File: src/sv/itp_pkg.sv
`default_nettype none

package itp_pkg;

  // sizing
  localparam int STACK_DEPTH  = 32;
  localparam int NUMBER_WIDTH = 32;
  localparam int CntW         = $clog2(STACK_DEPTH + 1);
  localparam int AddrW        = (STACK_DEPTH > 1) ? $clog2(STACK_DEPTH) : 1;

  localparam logic [31:0] NUM_MASK = (NUMBER_WIDTH >= 32) ? 32'hFFFF_FFFF :
                                     32'((64'd1 << NUMBER_WIDTH) - 64'd1);

  // token kinds
  localparam logic [2:0] CMD_NUMBER   = 3'd0;
  localparam logic [2:0] CMD_OPERATOR = 3'd1;
  localparam logic [2:0] CMD_LPAREN   = 3'd2;
  localparam logic [2:0] CMD_RPAREN   = 3'd3;
  localparam logic [2:0] CMD_END      = 3'd4;

  // operator codes, stack entry for '(' shares the encoding
  localparam logic [2:0] OP_PLUS     = 3'd0;
  localparam logic [2:0] OP_MINUS    = 3'd1;
  localparam logic [2:0] OP_TIMES    = 3'd2;
  localparam logic [2:0] OP_DIVIDE   = 3'd3;
  localparam logic [2:0] OP_POWER    = 3'd4;
  localparam logic [2:0] LPAREN_CODE = 3'd5;

  // result kinds
  localparam logic [1:0] KIND_NUMBER   = 2'd0;
  localparam logic [1:0] KIND_OPERATOR = 2'd1;
  localparam logic [1:0] KIND_STATUS   = 2'd2;

  // status codes
  localparam logic [2:0] ST_OK       = 3'd0;
  localparam logic [2:0] ST_NULL     = 3'd1;
  localparam logic [2:0] ST_MISMATCH = 3'd2;
  localparam logic [2:0] ST_INVALID  = 3'd3;
  localparam logic [2:0] ST_OVERFLOW = 3'd4;

  typedef struct packed {
    logic [2:0]  status;
    logic [2:0]  oper;
    logic [31:0] value;
    logic [1:0]  kind;
  } result_t;

  typedef enum logic [1:0] {
    EM_NONE,
    EM_PUT,
    EM_PUT_LAST,
    EM_CLOSE
  } em_op_e;

  typedef struct packed {
    em_op_e  op;
    result_t res;
  } em_req_t;

  function automatic logic [1:0] op_rank(logic [2:0] code);
    logic [1:0] r;
    case (code) inside
      OP_PLUS, OP_MINUS:   r = 2'd1;
      OP_TIMES, OP_DIVIDE: r = 2'd2;
      default:             r = 2'd3;
    endcase
    return r;
  endfunction

endpackage

`default_nettype wire

File: src/sv/itp_ram.sv
`default_nettype none

module itp_ram #(
  parameter int Width = 3,
  parameter int Depth = 32
) (
  input  wire logic                                         clk_i,
  input  wire logic                                         we_i,
  input  wire logic [((Depth > 1) ? $clog2(Depth) : 1)-1:0] waddr_i,
  input  wire logic [Width-1:0]                             wdata_i,
  input  wire logic [((Depth > 1) ? $clog2(Depth) : 1)-1:0] raddr_i,
  output logic      [Width-1:0]                             rdata_o
);

  logic [Width-1:0] mem_q [Depth];

  always_ff @(posedge clk_i) begin
    if (we_i) begin
      mem_q[waddr_i] <= wdata_i;
    end
    rdata_o <= mem_q[raddr_i];
  end

endmodule

`default_nettype wire

File: src/sv/itp_emitter.sv
`default_nettype none

module itp_emitter
  import itp_pkg::*;
(
  input  wire logic    clk_i,
  input  wire logic    rst_ni,
  input  wire em_req_t req_i,
  output logic         ready_o,
  output logic         out_valid_o,
  input  wire logic    out_ready_i,
  output result_t      out_res_o,
  output logic         out_last_o
);

  result_t hold_q, hold_d;
  logic    hold_valid_q, hold_valid_d;
  logic    hold_final_q, hold_final_d;
  result_t out_q, out_d;
  logic    out_last_q, out_last_d;
  logic    out_valid_q, out_valid_d;
  logic    out_free;

  assign out_free = !out_valid_q || out_ready_i;
  assign ready_o  = !hold_final_q && out_free;

  always_comb begin
    hold_d       = hold_q;
    hold_valid_d = hold_valid_q;
    hold_final_d = hold_final_q;
    out_d        = out_q;
    out_last_d   = out_last_q;
    out_valid_d  = out_valid_q && !out_ready_i;

    if (hold_final_q) begin
      // held result closes the run, push it out as soon as there is room
      if (out_free) begin
        out_d        = hold_q;
        out_last_d   = 1'b1;
        out_valid_d  = 1'b1;
        hold_valid_d = 1'b0;
        hold_final_d = 1'b0;
      end
    end else if (out_free) begin
      unique case (req_i.op)
        EM_PUT: begin
          if (hold_valid_q) begin
            out_d       = hold_q;
            out_last_d  = 1'b0;
            out_valid_d = 1'b1;
          end
          hold_d       = req_i.res;
          hold_valid_d = 1'b1;
        end
        EM_PUT_LAST: begin
          if (hold_valid_q) begin
            out_d        = hold_q;
            out_last_d   = 1'b0;
            out_valid_d  = 1'b1;
            hold_d       = req_i.res;
            hold_final_d = 1'b1;
          end else begin
            out_d       = req_i.res;
            out_last_d  = 1'b1;
            out_valid_d = 1'b1;
          end
        end
        EM_CLOSE: begin
          if (hold_valid_q) begin
            out_d        = hold_q;
            out_last_d   = 1'b1;
            out_valid_d  = 1'b1;
            hold_valid_d = 1'b0;
          end
        end
        default: begin
        end
      endcase
    end
  end

  always_ff @(posedge clk_i or negedge rst_ni) begin
    if (!rst_ni) begin
      hold_valid_q <= 1'b0;
      hold_final_q <= 1'b0;
      out_valid_q  <= 1'b0;
      out_last_q   <= 1'b0;
    end else begin
      hold_valid_q <= hold_valid_d;
      hold_final_q <= hold_final_d;
      out_valid_q  <= out_valid_d;
      out_last_q   <= out_last_d;
    end
  end

  always_ff @(posedge clk_i) begin
    hold_q <= hold_d;
    out_q  <= out_d;
  end

  assign out_valid_o = out_valid_q;
  assign out_res_o   = out_q;
  assign out_last_o  = out_last_q;

endmodule

`default_nettype wire

File: src/sv/itp_seq.sv
`default_nettype none

module itp_seq
  import itp_pkg::*;
(
  input  wire logic              clk_i,
  input  wire logic              rst_ni,
  input  wire logic              in_valid_i,
  output logic                   in_ready_o,
  input  wire logic [2:0]        cmd_i,
  input  wire logic [31:0]       value_i,
  input  wire logic [2:0]        opc_i,
  input  wire logic              em_ready_i,
  output em_req_t                em_req_o,
  output logic                   ram_we_o,
  output logic      [AddrW-1:0]  ram_waddr_o,
  output logic      [2:0]        ram_wdata_o,
  output logic      [AddrW-1:0]  ram_raddr_o,
  input  wire logic [2:0]        ram_rdata_i
);

  localparam logic S_IDLE = 1'b0;
  localparam logic S_WORK = 1'b1;

  logic            state_q, state_d;
  logic [2:0]      cmd_q;
  logic [31:0]     val_q;
  logic [2:0]      opc_q;
  logic [CntW-1:0] cnt_q, cnt_d;
  logic            seen_q, seen_d;
  logic            drop_q, drop_d;
  logic [CntW-1:0] rd_ptr;
  logic            has, full, top_lp, pop_ok, stall;
  logic            we;
  logic [2:0]      wdata;
  em_req_t         req;

  assign has    = (cnt_q != '0);
  assign full   = (cnt_q == CntW'(STACK_DEPTH));
  assign top_lp = (ram_rdata_i == LPAREN_CODE);
  assign pop_ok = has && !top_lp && (op_rank(ram_rdata_i) >= op_rank(opc_q));

  always_comb begin
    state_d = state_q;
    cnt_d   = cnt_q;
    seen_d  = seen_q;
    drop_d  = drop_q;
    we      = 1'b0;
    wdata   = opc_q;
    req     = '{op: EM_NONE, res: '0};

    unique case (state_q)
      S_IDLE: begin
        if (in_valid_i) begin
          state_d = S_WORK;
          if (cmd_i != CMD_END) begin
            seen_d = 1'b1;
          end
        end
      end
      S_WORK: begin
        state_d = S_IDLE;
        if (cmd_q == CMD_END) begin
          if (drop_q) begin
            cnt_d  = '0;
            seen_d = 1'b0;
            drop_d = 1'b0;
          end else if (!seen_q) begin
            req.op         = EM_PUT_LAST;
            req.res.kind   = KIND_STATUS;
            req.res.status = ST_NULL;
            cnt_d  = '0;
            seen_d = 1'b0;
          end else if (has && !top_lp) begin
            // flush one operator a cycle while the emitter does not stall
            req.op       = EM_PUT;
            req.res.kind = KIND_OPERATOR;
            req.res.oper = ram_rdata_i;
            cnt_d   = cnt_q - CntW'(1);
            state_d = S_WORK;
          end else begin
            req.op         = EM_PUT_LAST;
            req.res.kind   = KIND_STATUS;
            req.res.status = has ? ST_MISMATCH : ST_OK;
            cnt_d  = '0;
            seen_d = 1'b0;
          end
        end else if (!drop_q) begin
          unique case (cmd_q)
            CMD_NUMBER: begin
              req.op        = EM_PUT_LAST;
              req.res.kind  = KIND_NUMBER;
              req.res.value = val_q & NUM_MASK;
            end
            CMD_OPERATOR: begin
              if (opc_q > OP_POWER) begin
                req.op         = EM_PUT_LAST;
                req.res.kind   = KIND_STATUS;
                req.res.status = ST_INVALID;
                cnt_d  = '0;
                drop_d = 1'b1;
              end else if (pop_ok) begin
                req.op       = EM_PUT;
                req.res.kind = KIND_OPERATOR;
                req.res.oper = ram_rdata_i;
                cnt_d   = cnt_q - CntW'(1);
                state_d = S_WORK;
              end else if (full) begin
                req.op         = EM_PUT_LAST;
                req.res.kind   = KIND_STATUS;
                req.res.status = ST_OVERFLOW;
                cnt_d  = '0;
                drop_d = 1'b1;
              end else begin
                req.op = EM_CLOSE;
                we     = 1'b1;
                cnt_d  = cnt_q + CntW'(1);
              end
            end
            CMD_LPAREN: begin
              if (full) begin
                req.op         = EM_PUT_LAST;
                req.res.kind   = KIND_STATUS;
                req.res.status = ST_OVERFLOW;
                cnt_d  = '0;
                drop_d = 1'b1;
              end else begin
                wdata = LPAREN_CODE;
                we    = 1'b1;
                cnt_d = cnt_q + CntW'(1);
              end
            end
            CMD_RPAREN: begin
              if (has && !top_lp) begin
                req.op       = EM_PUT;
                req.res.kind = KIND_OPERATOR;
                req.res.oper = ram_rdata_i;
                cnt_d   = cnt_q - CntW'(1);
                state_d = S_WORK;
              end else if (has) begin
                req.op = EM_CLOSE;
                cnt_d  = cnt_q - CntW'(1);
              end else begin
                req.op         = EM_PUT_LAST;
                req.res.kind   = KIND_STATUS;
                req.res.status = ST_MISMATCH;
                drop_d = 1'b1;
              end
            end
            default: begin
              req.op         = EM_PUT_LAST;
              req.res.kind   = KIND_STATUS;
              req.res.status = ST_INVALID;
              cnt_d  = '0;
              drop_d = 1'b1;
            end
          endcase
        end
      end
      default: begin
        state_d = S_IDLE;
      end
    endcase

    // hold everything while the emitter cannot take the request
    stall = (state_q == S_WORK) && (req.op != EM_NONE) && !em_ready_i;
    if (stall) begin
      state_d = state_q;
      cnt_d   = cnt_q;
      seen_d  = seen_q;
      drop_d  = drop_q;
      we      = 1'b0;
    end
  end

  always_ff @(posedge clk_i or negedge rst_ni) begin
    if (!rst_ni) begin
      state_q <= S_IDLE;
      cnt_q   <= '0;
      seen_q  <= 1'b0;
      drop_q  <= 1'b0;
    end else begin
      state_q <= state_d;
      cnt_q   <= cnt_d;
      seen_q  <= seen_d;
      drop_q  <= drop_d;
    end
  end

  always_ff @(posedge clk_i) begin
    if ((state_q == S_IDLE) && in_valid_i) begin
      cmd_q <= cmd_i;
      val_q <= value_i;
      opc_q <= opc_i;
    end
  end

  // read the entry that will be on top next cycle
  assign rd_ptr      = cnt_d - CntW'(1);
  assign ram_raddr_o = rd_ptr[AddrW-1:0];
  assign ram_waddr_o = cnt_q[AddrW-1:0];
  assign ram_we_o    = we;
  assign ram_wdata_o = wdata;
  assign em_req_o    = req;
  assign in_ready_o  = (state_q == S_IDLE);

endmodule

`default_nettype wire

File: src/sv/infix_to_postfix_converter.sv
// Shunting-yard infix to postfix converter. Tokens arrive one request at a
// time on the slave stream; numbers pass straight through, operators are
// held on an operator stack and leave in postfix order, with equal or higher
// precedence popped first (so '^' behaves left-associatively). Every result
// caused by one token leaves on the master stream, the final one flagged by
// tlast; the end token flushes the stack and closes with a status result.
// After an error the block drops tokens until the next end token, which
// itself gives no result. The sequencer takes one token at a time and pops
// operators at one stack entry a cycle, reading them from the stack memory;
// while a result waits unaccepted in the output register, any sequencer step
// that hands over a result is held, and a closing result parked in the hold
// stage holds every sequencer step that hands over a request until it has
// moved into the output register.
// The stack memory needs no clearing pass: only entries below the fill count
// are ever used.
`default_nettype none

module infix_to_postfix_converter
  import itp_pkg::*;
(
  input  wire logic        clk_i,
  input  wire logic        rst_ni,
  // input token stream
  input  wire logic        s_tvalid_i,
  output logic             s_tready_o,
  input  wire logic [39:0] s_tdata_i,  // cmd[2:0], number_value[34:3], operator_code[37:35]
  // result stream
  output logic             m_tvalid_o,
  input  wire logic        m_tready_i,
  output logic      [39:0] m_tdata_o,  // item_kind[1:0], out_value[33:2],
                                       // out_operator[36:34], status_code[39:37]
  output logic             m_tlast_o   // last_of_run
);

  // sequencer to emitter request
  em_req_t            em_req;
  logic               em_ready;

  // stack memory port
  logic               ram_we;
  logic [AddrW-1:0]   ram_waddr;
  logic [2:0]         ram_wdata;
  logic [AddrW-1:0]   ram_raddr;
  logic [2:0]         ram_rdata;

  result_t            out_res;

  // token sequencer, owns the stack pointer and error flags
  itp_seq u_seq (
    .clk_i       (clk_i),
    .rst_ni      (rst_ni),
    .in_valid_i  (s_tvalid_i),
    .in_ready_o  (s_tready_o),
    .cmd_i       (s_tdata_i[2:0]),
    .value_i     (s_tdata_i[34:3]),
    .opc_i       (s_tdata_i[37:35]),
    .em_ready_i  (em_ready),
    .em_req_o    (em_req),
    .ram_we_o    (ram_we),
    .ram_waddr_o (ram_waddr),
    .ram_wdata_o (ram_wdata),
    .ram_raddr_o (ram_raddr),
    .ram_rdata_i (ram_rdata)
  );

  // operator stack, registered read of the next top entry
  itp_ram #(
    .Width (3),
    .Depth (STACK_DEPTH)
  ) u_stack (
    .clk_i   (clk_i),
    .we_i    (ram_we),
    .waddr_i (ram_waddr),
    .wdata_i (ram_wdata),
    .raddr_i (ram_raddr),
    .rdata_o (ram_rdata)
  );

  // holds one result back so tlast can be set once the run is known to end
  itp_emitter u_emitter (
    .clk_i       (clk_i),
    .rst_ni      (rst_ni),
    .req_i       (em_req),
    .ready_o     (em_ready),
    .out_valid_o (m_tvalid_o),
    .out_ready_i (m_tready_i),
    .out_res_o   (out_res),
    .out_last_o  (m_tlast_o)
  );

  // pack result fields, kind in the lowest bits
  assign m_tdata_o = {out_res.status, out_res.oper, out_res.value, out_res.kind};

endmodule

`default_nettype wire

File: config.mk
export PLATFORM = sky130hd
export DESIGN_NAME = infix_to_postfix_converter
export DESIGN_NICKNAME = d
export VERILOG_FILES = /design/src/sv/itp_pkg.sv /design/src/sv/itp_ram.sv /design/src/sv/itp_emitter.sv /design/src/sv/itp_seq.sv /design/src/sv/infix_to_postfix_converter.sv
export SDC_FILE = /design/constraint.sdc
export NUM_CORES = 1
export LEC_CHECK = 0
export ABC_CLOCK_PERIOD_IN_PS = 8000
export BUFFER_PORTS_ARGS = -buffer_cell sky130_fd_sc_hd__buf_2
export CORE_ASPECT_RATIO = 0.75
export CORE_UTILIZATION = 35
export CTS_BUF_LIST = sky130_fd_sc_hd__clkbuf_8 sky130_fd_sc_hd__clkbuf_16
export DETAILED_ROUTE_END_ITERATION = 7
export PLACE_DENSITY_LB_ADDON = 0.12
export SLEW_MARGIN = 20
export SYNTH_ARGS = -nofsm -noshare
export SYNTH_HDL_FRONTEND = slang
export SYNTH_SLANG_ARGS = --single-unit
File: constraint.sdc
create_clock -name clk_i -period 8 [get_ports clk_i]
set_clock_uncertainty 0.2 [all_clocks]
set_input_delay 0.8 -clock clk_i [delete_from_list [all_inputs] [get_ports clk_i]]
set_output_delay 0.8 -clock clk_i [all_outputs]
set_load 0.05 [all_outputs]
==> reports/results.txt, run 1 <==
1st-iter DRT viols: 486
# clock sinks: 230
Pin count of the biggest net entering global routing: 41
Register area share after synthesis: 69.5%
DRT Wirelength: 20800 um
Synth top area cells: edfxtp_1 66%, mux4_2 6.9%, mux2_2 4.5%
# rows: 52
Placement Setup Slack: 1.60 ns
YS warnings: 0
RSZ-0062 raised after global routing: no
Clock Tree Buf Depth: 3
CP required: 8.21 ns
Setup crit start kind: flop
Footprint of the multi-input gates: 0.00283 sq mm
Setup crit start: u_seq.cnt_q[0]
Hold Path Stages: 1
Final setup fails: 0
Die height: 147 um
Max Cap Viol: 0
R2R Path Start: u_seq.cnt_q[0]
Final min period: 6.41 ns
Unique masters post-synth: 64
First-pass GRT wire length: 33000 um
R2r setup slk: 1.59 ns
Worst-Margin Slew: 0.937 ns
Placed cells: 1026
Vias in the first global route: 5615
Worst Path Arrival: 6.62 ns
Synth top area share: 65.6%
Final hold violations: 0
Wire length per cell: 19.4 um
Mapped Area: 0.00979 sq mm
Async set-reset flop share out of synthesis: 5.65%
Synth Area per Inst: 16.0 sq um
Register bit total from synthesis: 230
Register area: 0.00681 sq mm
DRT Pass-1 Iters: 5
DIE AREA: 0.0287 sq mm
R2R depth: 19
Synth-to-Final Area Change: 15.8%
Min-delay worst type: in -> reg
Setup TNS Final: 0 ns
Global routing's busiest layer: met1
Worst-path clk slew: 0.06 ns
Initial antenna violation count: 2
Die Width: 195 um
Util after Layout: 41.6%
Final Max Tran Viols: 0
CP endpoint kind: flop
HPWL after DPL: 13900 um
Gr ovfl total: 0
CTS tree: yes
VDD IR max: 0.000156 V
Cts bufs inserted: 24
Main synth FF type: edfxtp_1
Max FO, Critical Path: 15
Mapped Cells: 612
Core area: 0.0273 sq mm
M3 GR Usage: 3.72%
HP Start: s_tdata_i[25]
Final worst path period share: 80.1%
Share of layout cells above drive strength 1: 30.1%
Worst-skew pair later-pin latency: 0.52 ns
Setup CP Type: reg -> reg
DR vias/cell: 5.14
Worst flop-to-flop path endpoint: u_stack.rdata_o[1]
Fmax: 156 MHz
Root buffer cell: clkbuf_16
GPL Wtd Cong: 0.902
Syn_nets: 667
Io pins: 87
Port Buf Inserts: 84
Total of fill cells in the finished design: 2402
Hold path endpoint: u_seq.val_q[22]
Cell taking the most area after synthesis: edfxtp_1
Slew margin rel.: 37.6%
Status: completed
DRC Markers: 0
# resized after CTS: 0
Power density cells: 322 mW/mm^2
Final worst setup slack: 1.59 ns
Leakage: 3.95 nW
Via count: 5503
Post-Layout Cell Count: 1071
Post-synth EDFFs: 214
Antenna-violating nets left: 0
M2 GR Usage: 21.2%
Final-stage net count: 757
H-tree Lvls: 1
Total GRT Usage: 14.8%
Met1 Resource Use GR: 22.2%
Initial Utilization: 35.9%
[synthesized netlist by cell type, types with 2 or more instances]
library cell	count
a21boi_0	3
a21oi_1	14
a31oi_1	2
and2_1	46
and3_1	3
buf_1	4
buf_2	7
buf_6	2
clkbuf_1	16
dfrtp_1	13
dfxtp_1	3
edfxtp_1	214
ha_1	11
inv_1	12
inv_2	2
mux2_2	39
mux4_2	30
nand2_1	23
nand2b_1	6
nand3_1	12
nand3b_1	6
nand4_1	4
nor2_1	51
nor2b_1	6
nor3_1	7
nor3b_1	4
nor4_1	2
o211ai_1	3
o21ai_0	14
o22ai_1	5
o311a_1	2
o31a_1	2
o31ai_1	4
or2_2	6
or3_1	4
xnor2_1	2
[where the power goes]
group / internal [mW] / leakage (nW) / total (mW) / switching [mW]
registers: 1.44 / 2.15 / 1.53 / 0.0904
logic: 0.473 / 1.43 / 1.10 / 0.631
clock network: 0.577 / 0.376 / 1.01 / 0.438
total: 2.49 / 3.95 / 3.65 / 1.16
[sequential cells by signal, indices dropped and copies added, names as in the netlist, 3 cells and up]
signal / count
u_stack.mem_q: 96
u_emitter.hold_q: 40
u_emitter.out_res_o: 40
u_seq.val_q: 32
u_seq.cnt_q: 6
u_seq.cmd_q: 3
u_seq.opc_q: 3
u_stack.rdata_o: 3
[per-layer routing]
| metal | up-vias | wire length, um |
|---|---|---|
| li1 | 2538 | - |
| met1 | 2744 | 9910 |
| met2 | 185 | 9030 |
| met3 | 34 | 1410 |
| met4 | 2 | 447 |
| met5 | - | 10 |
[per-stage QoR]
step / instance area [sq um] / total power, mW / hold slack, ns
after floorplan: 9790 / 2.40 / 0.297
after global placement: 10600 / 2.66 / 0.312
after detailed placement: 10600 / 2.67 / 0.305
after CTS: 11300 / 3.70 / 0.227
after global routing: 11300 / 3.83 / 0.234
final: 11300 / 3.65 / 0.257
[how the worst max path moves through the flow]
stage                                to  slack, ns  depth (start not counted)
floorplan           u_emitter.hold_q[0]       0.88                         11
global route         u_stack.rdata_o[1]       1.20                         19
finish               u_stack.rdata_o[1]       1.59                         19
global placement     u_stack.rdata_o[0]       1.70                         19
detailed placement   u_stack.rdata_o[1]       1.60                         19
CTS                  u_stack.rdata_o[1]       1.61                         19
[area by class of cell]
type                    count  area share, %
inverters                  14          0.463
multi-input cells         339           24.9
diodes                      2         0.0441
clock inverters            15          0.552
clock buffers              27           5.76
flip-flops and latches    230           60.1
repair buffers             93           4.33
well taps                 351           3.87
[cell families after synthesis]
logic type	share of synthesized area, %
flops	69.5
simple gates	10.6
mux	11.5
compound gates	4.65
buf+inv	1.89
fa+ha+maj	1.41
xor+xnor	0.434
[layout by cell type (no fill, tap or decap), drive strengths merged, types with 2 or more instances in the layout]
cell and instances:
a21boi 3, a221o 2, o211ai 4, dfxtp 3, mux2 39, inv 21
nor2 51, o2111ai 2, mux4 30, xnor2 3, nand2 23, o22ai 5
and2 46, buf 92, nand3b 6, diode 2, or3 4, a21oi 14
o31ai 4, nor3b 5, dfrtp 13, nor2b 6, ha 11, nand2b 6
nand4 4, clkinv 7, or2 7, a31oi 3, and3 3, clkbuf 27
o21ai 14, edfxtp 214, nor4 2, nand3 12, o311a 2, nor3 9
o31a 2
[repair_timing]
item,4_1_cts,5_1_grt
hold buffers,1,0
endpoints found under the hold margin,13,0
buffers inserted,0,0
endpoints found under the setup margin,0,0
[critical path, cell delays in order, from the launching register on]
cell and delay [ns]:
dfrtp_1 0.52, inv_1 0.18, ha_1 0.34, or4b_1 0.64
o21a_1 0.29, a21boi_0 0.25, o311a_1 0.32, inv_1 0.09
ha_1 0.22, nand2_1 0.08, o31a_1 0.45, a221oi_1 0.18
nand2b_1 0.19, o311ai_1 0.17, inv_1 0.09, ha_1 0.60
buf_4 0.33, mux4_2 0.39, mux4_2 0.48, mux2_2 0.27
Note: power is estimated with default switching activity, not from simulation.
==> run 2, diff against run 1 <==
- ABC_CLOCK_PERIOD_IN_PS: 8000 -> 6050
- clock period: 8 -> 6.05 ns (I/O delays scaled with it)
==> reports/results.txt, run 2 (synthesized netlist as in run 1, its figures left out) <==
Status: completed
Initial antenna violation count: 0 (-2)
Worst hold slack: 0.0560 ns (-0.201 ns)
Gr ovfl total: 0 (unchanged)
Share of layout cells above drive strength 1: 31.7% (+1.6 points)
Switching Share: 31.6% (-0.17 points)
R2R depth: 20 (+1)
Hold Path Stages: 1 (unchanged)
Wire length per cell: 19.4 um (-0.29%)
Slew margin rel.: 35.0% (-2.5 points)
Worst path buffer plus inverter count: 5 (+1)
VDD IR max: 0.000210 V (+35%)
Root buffer cell: clkbuf_16
Final worst path period share: 93.3% (+13 points)
Cts bufs inserted: 24 (unchanged)
P_int: 3.41 mW (+37%)
Max Cap Viol: 0 (unchanged)
DIE AREA: 0.0287 sq mm (unchanged)
Final-stage net count: 760 (+0.40%)
CP endpoint kind: flop
Clock network power share: 28.8% (+1.0 points)
Most frequent cells in the layout: 214 x edfxtp_1, 84 x buf_2, 50 x nor2_1
Sw power: 1.57 mW (+36%)
Synth-to-Final Area Change: 17.1%
Worst-skew pair later-pin latency: 0.52 ns (about the same)
Slowest CP cell: mux4_2
Most common cell on crit path: inv_1
Final setup fails: 0 (unchanged)
Total GRT Usage: 14.6% (-0.22 points)
DRT Wirelength: 20800 um (about the same)
Final min period: 5.65 ns (-0.761 ns)
Worst Path Arrival: 5.84 ns (-0.78 ns)
RSZ-0062 raised after global routing: no
DRT Pass-1 Iters: 5 (unchanged)
Flop pwr share: 40.6% (-1.4 points)
Pin count of the biggest net entering global routing: 41 (unchanged)
Slowest Stage Delay on Critical Path: 0.52 ns (-0.12 ns)
Io pins: 87 (unchanged)
Biggest register: u_stack.mem_q
Antenna-violating nets left: 0 (unchanged)
Worst-Margin Slew: 0.975 ns (+0.0380 ns)
HPWL after DPL: 13700 um (-2.0%)
Via count: 5457 (-0.84%)
1st-iter DRT viols: 347 (-29%)
CP required: 6.24 ns (-1.97 ns)
Most common cell after layout, fill and taps aside: edfxtp_1
Clock Tree Buf Depth: 3 (unchanged)
Post-Layout Cell Count: 1075 (+0.37%)
Worst path cell trace: inv_1 > ha_2 > or4b_1 > o21a_1 > a21boi_0 > o311a_1 > inv_1 > ha_1 > nand2_1 > o31a_1 > buf_4 > a221oi_1 > nand2b_1 > o311ai_1 > inv_1 > ha_1 > buf_12 > mux4_2 > mux4_2 > mux2_2
Gate power share: 30.6% (+0.4 points)
H-tree Lvls: 1 (unchanged)
Final Max Tran Viols: 0 (unchanged)
Setup crit start kind: flop
Setup TNS Final: 0 ns (unchanged)
Worst-path clk slew: 0.07 ns (about the same)
Min-delay worst type: in -> reg
Final hold violations: 0 (unchanged)
Die height: 147 um (unchanged)
Fmax: 177 MHz (+13%)
Core area: 0.0273 sq mm (unchanged)
Leakage: 4.01 nW (+1.4%)
Power density cells: 434 mW/mm^2 (+35%)
First-pass GRT wire length: 32400 um (-1.7%)
CP Depth: 20 (+1)
Design Area, Final: 0.0115 sq mm (+1.1%)
Initial Utilization: 35.9% (unchanged)
Port Buf Inserts: 84 (unchanged)
Placed inst area: 0.0107 sq mm (+0.53%)
DRC Markers: 0 (unchanged)
Vias in the first global route: 5559 (-1.0%)
Placed cells: 1029 (+0.29%)
GPL Wtd Cong: 0.881 (-2.4%)
CTS tree: yes
# clock sinks: 230 (unchanged)
Max FO, Critical Path: 24 (+9)
DR vias/cell: 5.08 (-1.2%)
# rows: 52 (unchanged)
Die Width: 195 um (unchanged)
Setup bufs post-CTS: 0 (unchanged)
Max reg flops: 96 (unchanged)
Top delay family on crit path: compound AO/OA/AOI/OAI gates
Setup CP Type: reg -> reg
==> run 2: cell types whose count changed in the layout (fill, tap and decap cells not counted), moves of 2 or more <==
cell,change
clkinv_1,-3
clkinv_2,+3
clkinv_4,+2
inv_6,+2
buf_12,+2
inv_1,-3
==> run 2: final cells by class <==
cell class / instances / area (sq um)
antenna: 1 / 2.50
clock buffer: 28 / 667
clock inverter: 16 / 113
fill: 2429 / 15800
inverter: 14 / 52.6
multi-input combinational: 339 / 2840
sequential: 230 / 6810
tap: 351 / 439
timing repair buffer: 96 / 538
==> run 2: stage by stage <==
stage | power, mW | utilization [%] | setup slack (ns)
after floorplan | 3.17 | - | 0.234
after global placement | 3.57 | 39.1 | 0.438
after detailed placement | 3.57 | 39.1 | 0.379
after CTS | 5.03 | 42.0 | 0.361
after global routing | 5.21 | 42.1 | 0.0383
final | 4.98 | 42.1 | 0.403
==> run 2: worst paths after layout <==
| path | from | end | slack (ns) |
|---|---|---|---|
| max | u_seq.cnt_q[1] | u_stack.rdata_o[1] | 0.40 |
| min | s_tdata_i[20] | u_seq.val_q[17] | 0.06 |
| max reg2reg | u_seq.cnt_q[1] | u_stack.rdata_o[1] | 0.40 |
| min reg2reg | u_emitter.hold_q[0] | u_emitter.out_res_o[0] | 0.31 |
| max in group asynchronous | rst_ni | u_seq.cnt_q[1] | 5.04 |
| min in group asynchronous | rst_ni | u_emitter.hold_valid_q | 0.34 |
==> run 2: repair_timing <==
| item | 4_1_cts | 5_1_grt |
|---|---|---|
| hold endpoints to repair | 13 | 0 |
| resized for setup | 0 | 2 |
| hold buffers | 1 | 0 |
| setup endpoints to repair | 0 | 3 |
==> run 2: power groups by stage <==
stage          Sequential [mW]  Combinational (mW)  Clock [mW]
2_1_floorplan             2.13                1.04           0
3_3_place_gp              2.05                1.52           0
3_5_place_dp              2.05                1.52           0
4_1_cts                   2.02                1.53        1.48
5_1_grt                   2.04                1.64        1.54
6_report                  2.02                1.52        1.43
==> run 2: metal layers <==
layer	vias up	global-route usage, %	share of wire, %	wire length, um
li1	2543	-	-	-
met1	2760	21.9	48	9920
met2	131	22.0	45	9470
met3	23	2.57	5.3	1110
met4	0	2.99	1.5	322
met5	-	0	0	0
==> run 3, diff against run 2 <==
- ABC_CLOCK_PERIOD_IN_PS: 6050 -> 4700
- CORE_ASPECT_RATIO: 0.75 -> 0.5
- clock period: 6.05 -> 4.7 ns (I/O delays scaled with it)
==> reports/results.txt, run 3 (synthesized netlist as in run 1, its figures left out) <==
Status: finished, violations left
Failing checks: setup timing
Placed inst area: 0.0113 sq mm (+5.5%)
Die height: 120 um (-18%)
1st-iter DRT viols: 394 (+14%)
Max FO, Critical Path: 6 (-75%)
Final min period: 4.90 ns (-0.743 ns)
Share of layout cells above drive strength 1: 37.5% (+5.8 points)
Setup CP Type: reg -> reg
Initial Utilization: 36.3% (+0.40 points)
Worst path cell trace: clkinv_4 > ha_4 > or4b_4 > o21a_4 > a21boi_2 > o311a_1 > inv_2 > ha_4 > nand2_2 > o31a_1 > nor3_4 > and2_1 > a221o_2 > clkinv_4 > buf_12 > buf_16 > mux4_2 > mux4_2 > mux2_4
Slowest CP cell: mux4_2
First-pass GRT wire length: 34300 um (+5.8%)
Flop pwr share: 36.4% (-4.2 points)
Max reg flops: 96 (unchanged)
Most frequent cells in the layout: 214 x edfxtp_1, 84 x buf_2, 73 x buf_4
Total power: 6.97 mW (+40%)
Setup crit start kind: flop
Antenna diodes: 0 (-1)
HPWL after DPL: 14300 um (+4.7%)
Placed cells: 1116 (+8.5%)
Via count: 5796 (+6.2%)
R2R depth: 19 (-5.0%)
Slew margin rel.: 34.6% (-0.43 points)
R2r setup slk: -0.20 ns (-0.61 ns)
CP required: 4.91 ns (-1.33 ns)
Post-Layout Cell Count: 1204 (+12%)
Final-stage net count: 870 (+14%)
Clock Tree Buf Depth: 3 (unchanged)
GPL Wtd Cong: 0.883 (+0.27%)
Total GRT Usage: 15.7% (+1.1 points)
Global routing's busiest layer: met2
Wire length per cell: 18.2 um (-6.0%)
Gr ovfl total: 0 (unchanged)
Critical Path End: u_stack.rdata_o[0]
Setup crit start: u_seq.cnt_q[0]
Max Cap Viol: 0 (unchanged)
Design Area, Final: 0.0126 sq mm (+9.8%)
H-tree Lvls: 1 (unchanged)
Worst-path clk slew: 0.06 ns (about the same)
M3 GR Usage: 3.36% (+0.78 points)
Core area: 0.0270 sq mm (-1.1%)
Worst-skew pair later-pin latency: 0.52 ns (about the same)
Worst Path Arrival: 5.11 ns (-0.73 ns)
Final setup fails: 3 (+3)
Port Buf Inserts: 84 (unchanged)
# clock sinks: 230 (unchanged)
P_int: 4.83 mW (+42%)
Worst hold slack: 0.119 ns (+0.0628 ns)
M2 GR Usage: 24.9% (+2.9 points)
Vias in the first global route: 5954 (+7.1%)
Power density cells: 554 mW/mm^2 (+28%)
Final worst path period share: 104% (+11 points)
DR vias/cell: 4.81 (-5.2%)
Final worst setup slack: -0.204 ns (-0.607 ns)
Biggest register: u_stack.mem_q
Root buffer cell: clkbuf_16
Clock network power share: 25.8% (-3.0 points)
Min-delay worst type: in -> reg
Final hold violations: 0 (unchanged)
CP endpoint kind: flop
Antenna-violating nets left: 0 (unchanged)
RSZ-0062 raised after global routing: yes
Total of fill cells in the finished design: 2377 (-2.1%)
Final Max Tran Viols: 0 (unchanged)
Leakage: 4.56 nW (+14%)
Fmax: 204 MHz (+15%)
Cts bufs inserted: 23 (-4.2%)
Slowest Stage Delay on Critical Path: 0.51 ns (about the same)
R2R Path Start: u_seq.cnt_q[0]
Placement Setup Slack: -0.300 ns (-0.678 ns)
VDD IR max: 0.000223 V (+6.2%)
Gate power share: 37.7% (+7.1 points)
Pin count of the biggest net entering global routing: 41 (unchanged)
# rows: 42 (-19%)
Die Width: 239 um (+22%)
Io pins: 87 (unchanged)
Sw power: 2.15 mW (+37%)
DRT Pass-1 Iters: 5 (unchanged)
DRC Markers: 0 (unchanged)
Worst-Margin Slew: 0.981 ns (+0.00645 ns)
DIE AREA: 0.0287 sq mm (+0.12%)
Initial antenna violation count: 0 (unchanged)
DRT Wirelength: 21900 um (+5.3%)
Switching Share: 30.8% (-0.78 points)
Synth-to-Final Area Change: 28.6%
CTS tree: yes
Worst flop-to-flop path endpoint: u_stack.rdata_o[0]
Most common cell after layout, fill and taps aside: edfxtp_1
Met1 Resource Use GR: 22.4% (+0.40 points)
==> run 3: cell type report <==
| cell class | instances | area (sq um) | share of cell area [%] |
|---|---|---|---|
| multi-input combinational | 339 | 2940 | 23.3 |
| tap | 374 | 468 | 3.72 |
| clock buffer | 23 | 576 | 4.57 |
| timing repair buffer | 207 | 1590 | 12.6 |
| sequential | 230 | 6810 | 54.1 |
| clock inverter | 17 | 151 | 1.20 |
| inverter | 14 | 62.6 | 0.497 |
==> run 3: what timing repair did <==
action,4_1_cts,5_1_grt
buffers inserted,2,4
gates cloned,1,2
endpoints found under the hold margin,51,0
setup endpoints to repair,3,3
pin swaps,0,10
gates resized for setup,9,15
hold buffers,39,0
==> run 3: power by group through the flow <==
| stage | clock network (mW) | registers, mW | logic (mW) |
|---|---|---|---|
| floorplan | 0 | 2.74 | 1.45 |
| global route | 1.94 | 2.56 | 2.81 |
| global placement | 0 | 2.58 | 2.40 |
| finish | 1.80 | 2.54 | 2.63 |
| CTS | 1.85 | 2.54 | 2.52 |
| detailed placement | 0 | 2.58 | 2.40 |
==> run 3: layer usage <==
| layer | share of wire [%] | up-vias | wire length [um] |
|---|---|---|---|
| met5 | 0 | - | 0 |
| met4 | 1.5 | 0 | 333 |
| met3 | 5.1 | 30 | 1130 |
| met2 | 46 | 127 | 10100 |
| met1 | 47 | 2889 | 10300 |
| li1 | - | 2750 | - |
==> run 3: stage by stage <==
stage,TNS (ns),utilization [%]
5_1_grt,-1.10,46.7
2_1_floorplan,-1.36,-
4_1_cts,-0.445,46.2
3_5_place_dp,-0.871,41.7
6_report,-0.577,46.7
3_3_place_gp,-0.892,41.7
==> run 3: critical path, delay by kind of cell (launching register included) <==
family	cells	cell delay, ns
flip-flops	1	0.41
AND/OR/NAND/NOR	4	0.74
buffers and inverters	5	0.49
multiplexers	3	1.29
adder cells (fa/ha/maj)	2	0.28
AO/OA/AOI/OAI	5	1.38
==> run 3: how the worst min path moves through the flow <==
| stage | start | slack (ns) | end | depth (start not counted) |
|---|---|---|---|---|
| floorplan | rst_ni | -0.03 | u_emitter.hold_final_q | 0 |
| global placement | rst_ni | 0.22 | u_seq.cnt_q[2] | 1 |
| detailed placement | rst_ni | 0.22 | u_seq.cnt_q[2] | 1 |
| finish | m_tready_i | 0.12 | u_emitter.hold_valid_q | 3 |
| CTS | m_tready_i | 0.10 | u_emitter.hold_valid_q | 3 |
| global route | m_tready_i | 0.13 | u_emitter.hold_valid_q | 3 |
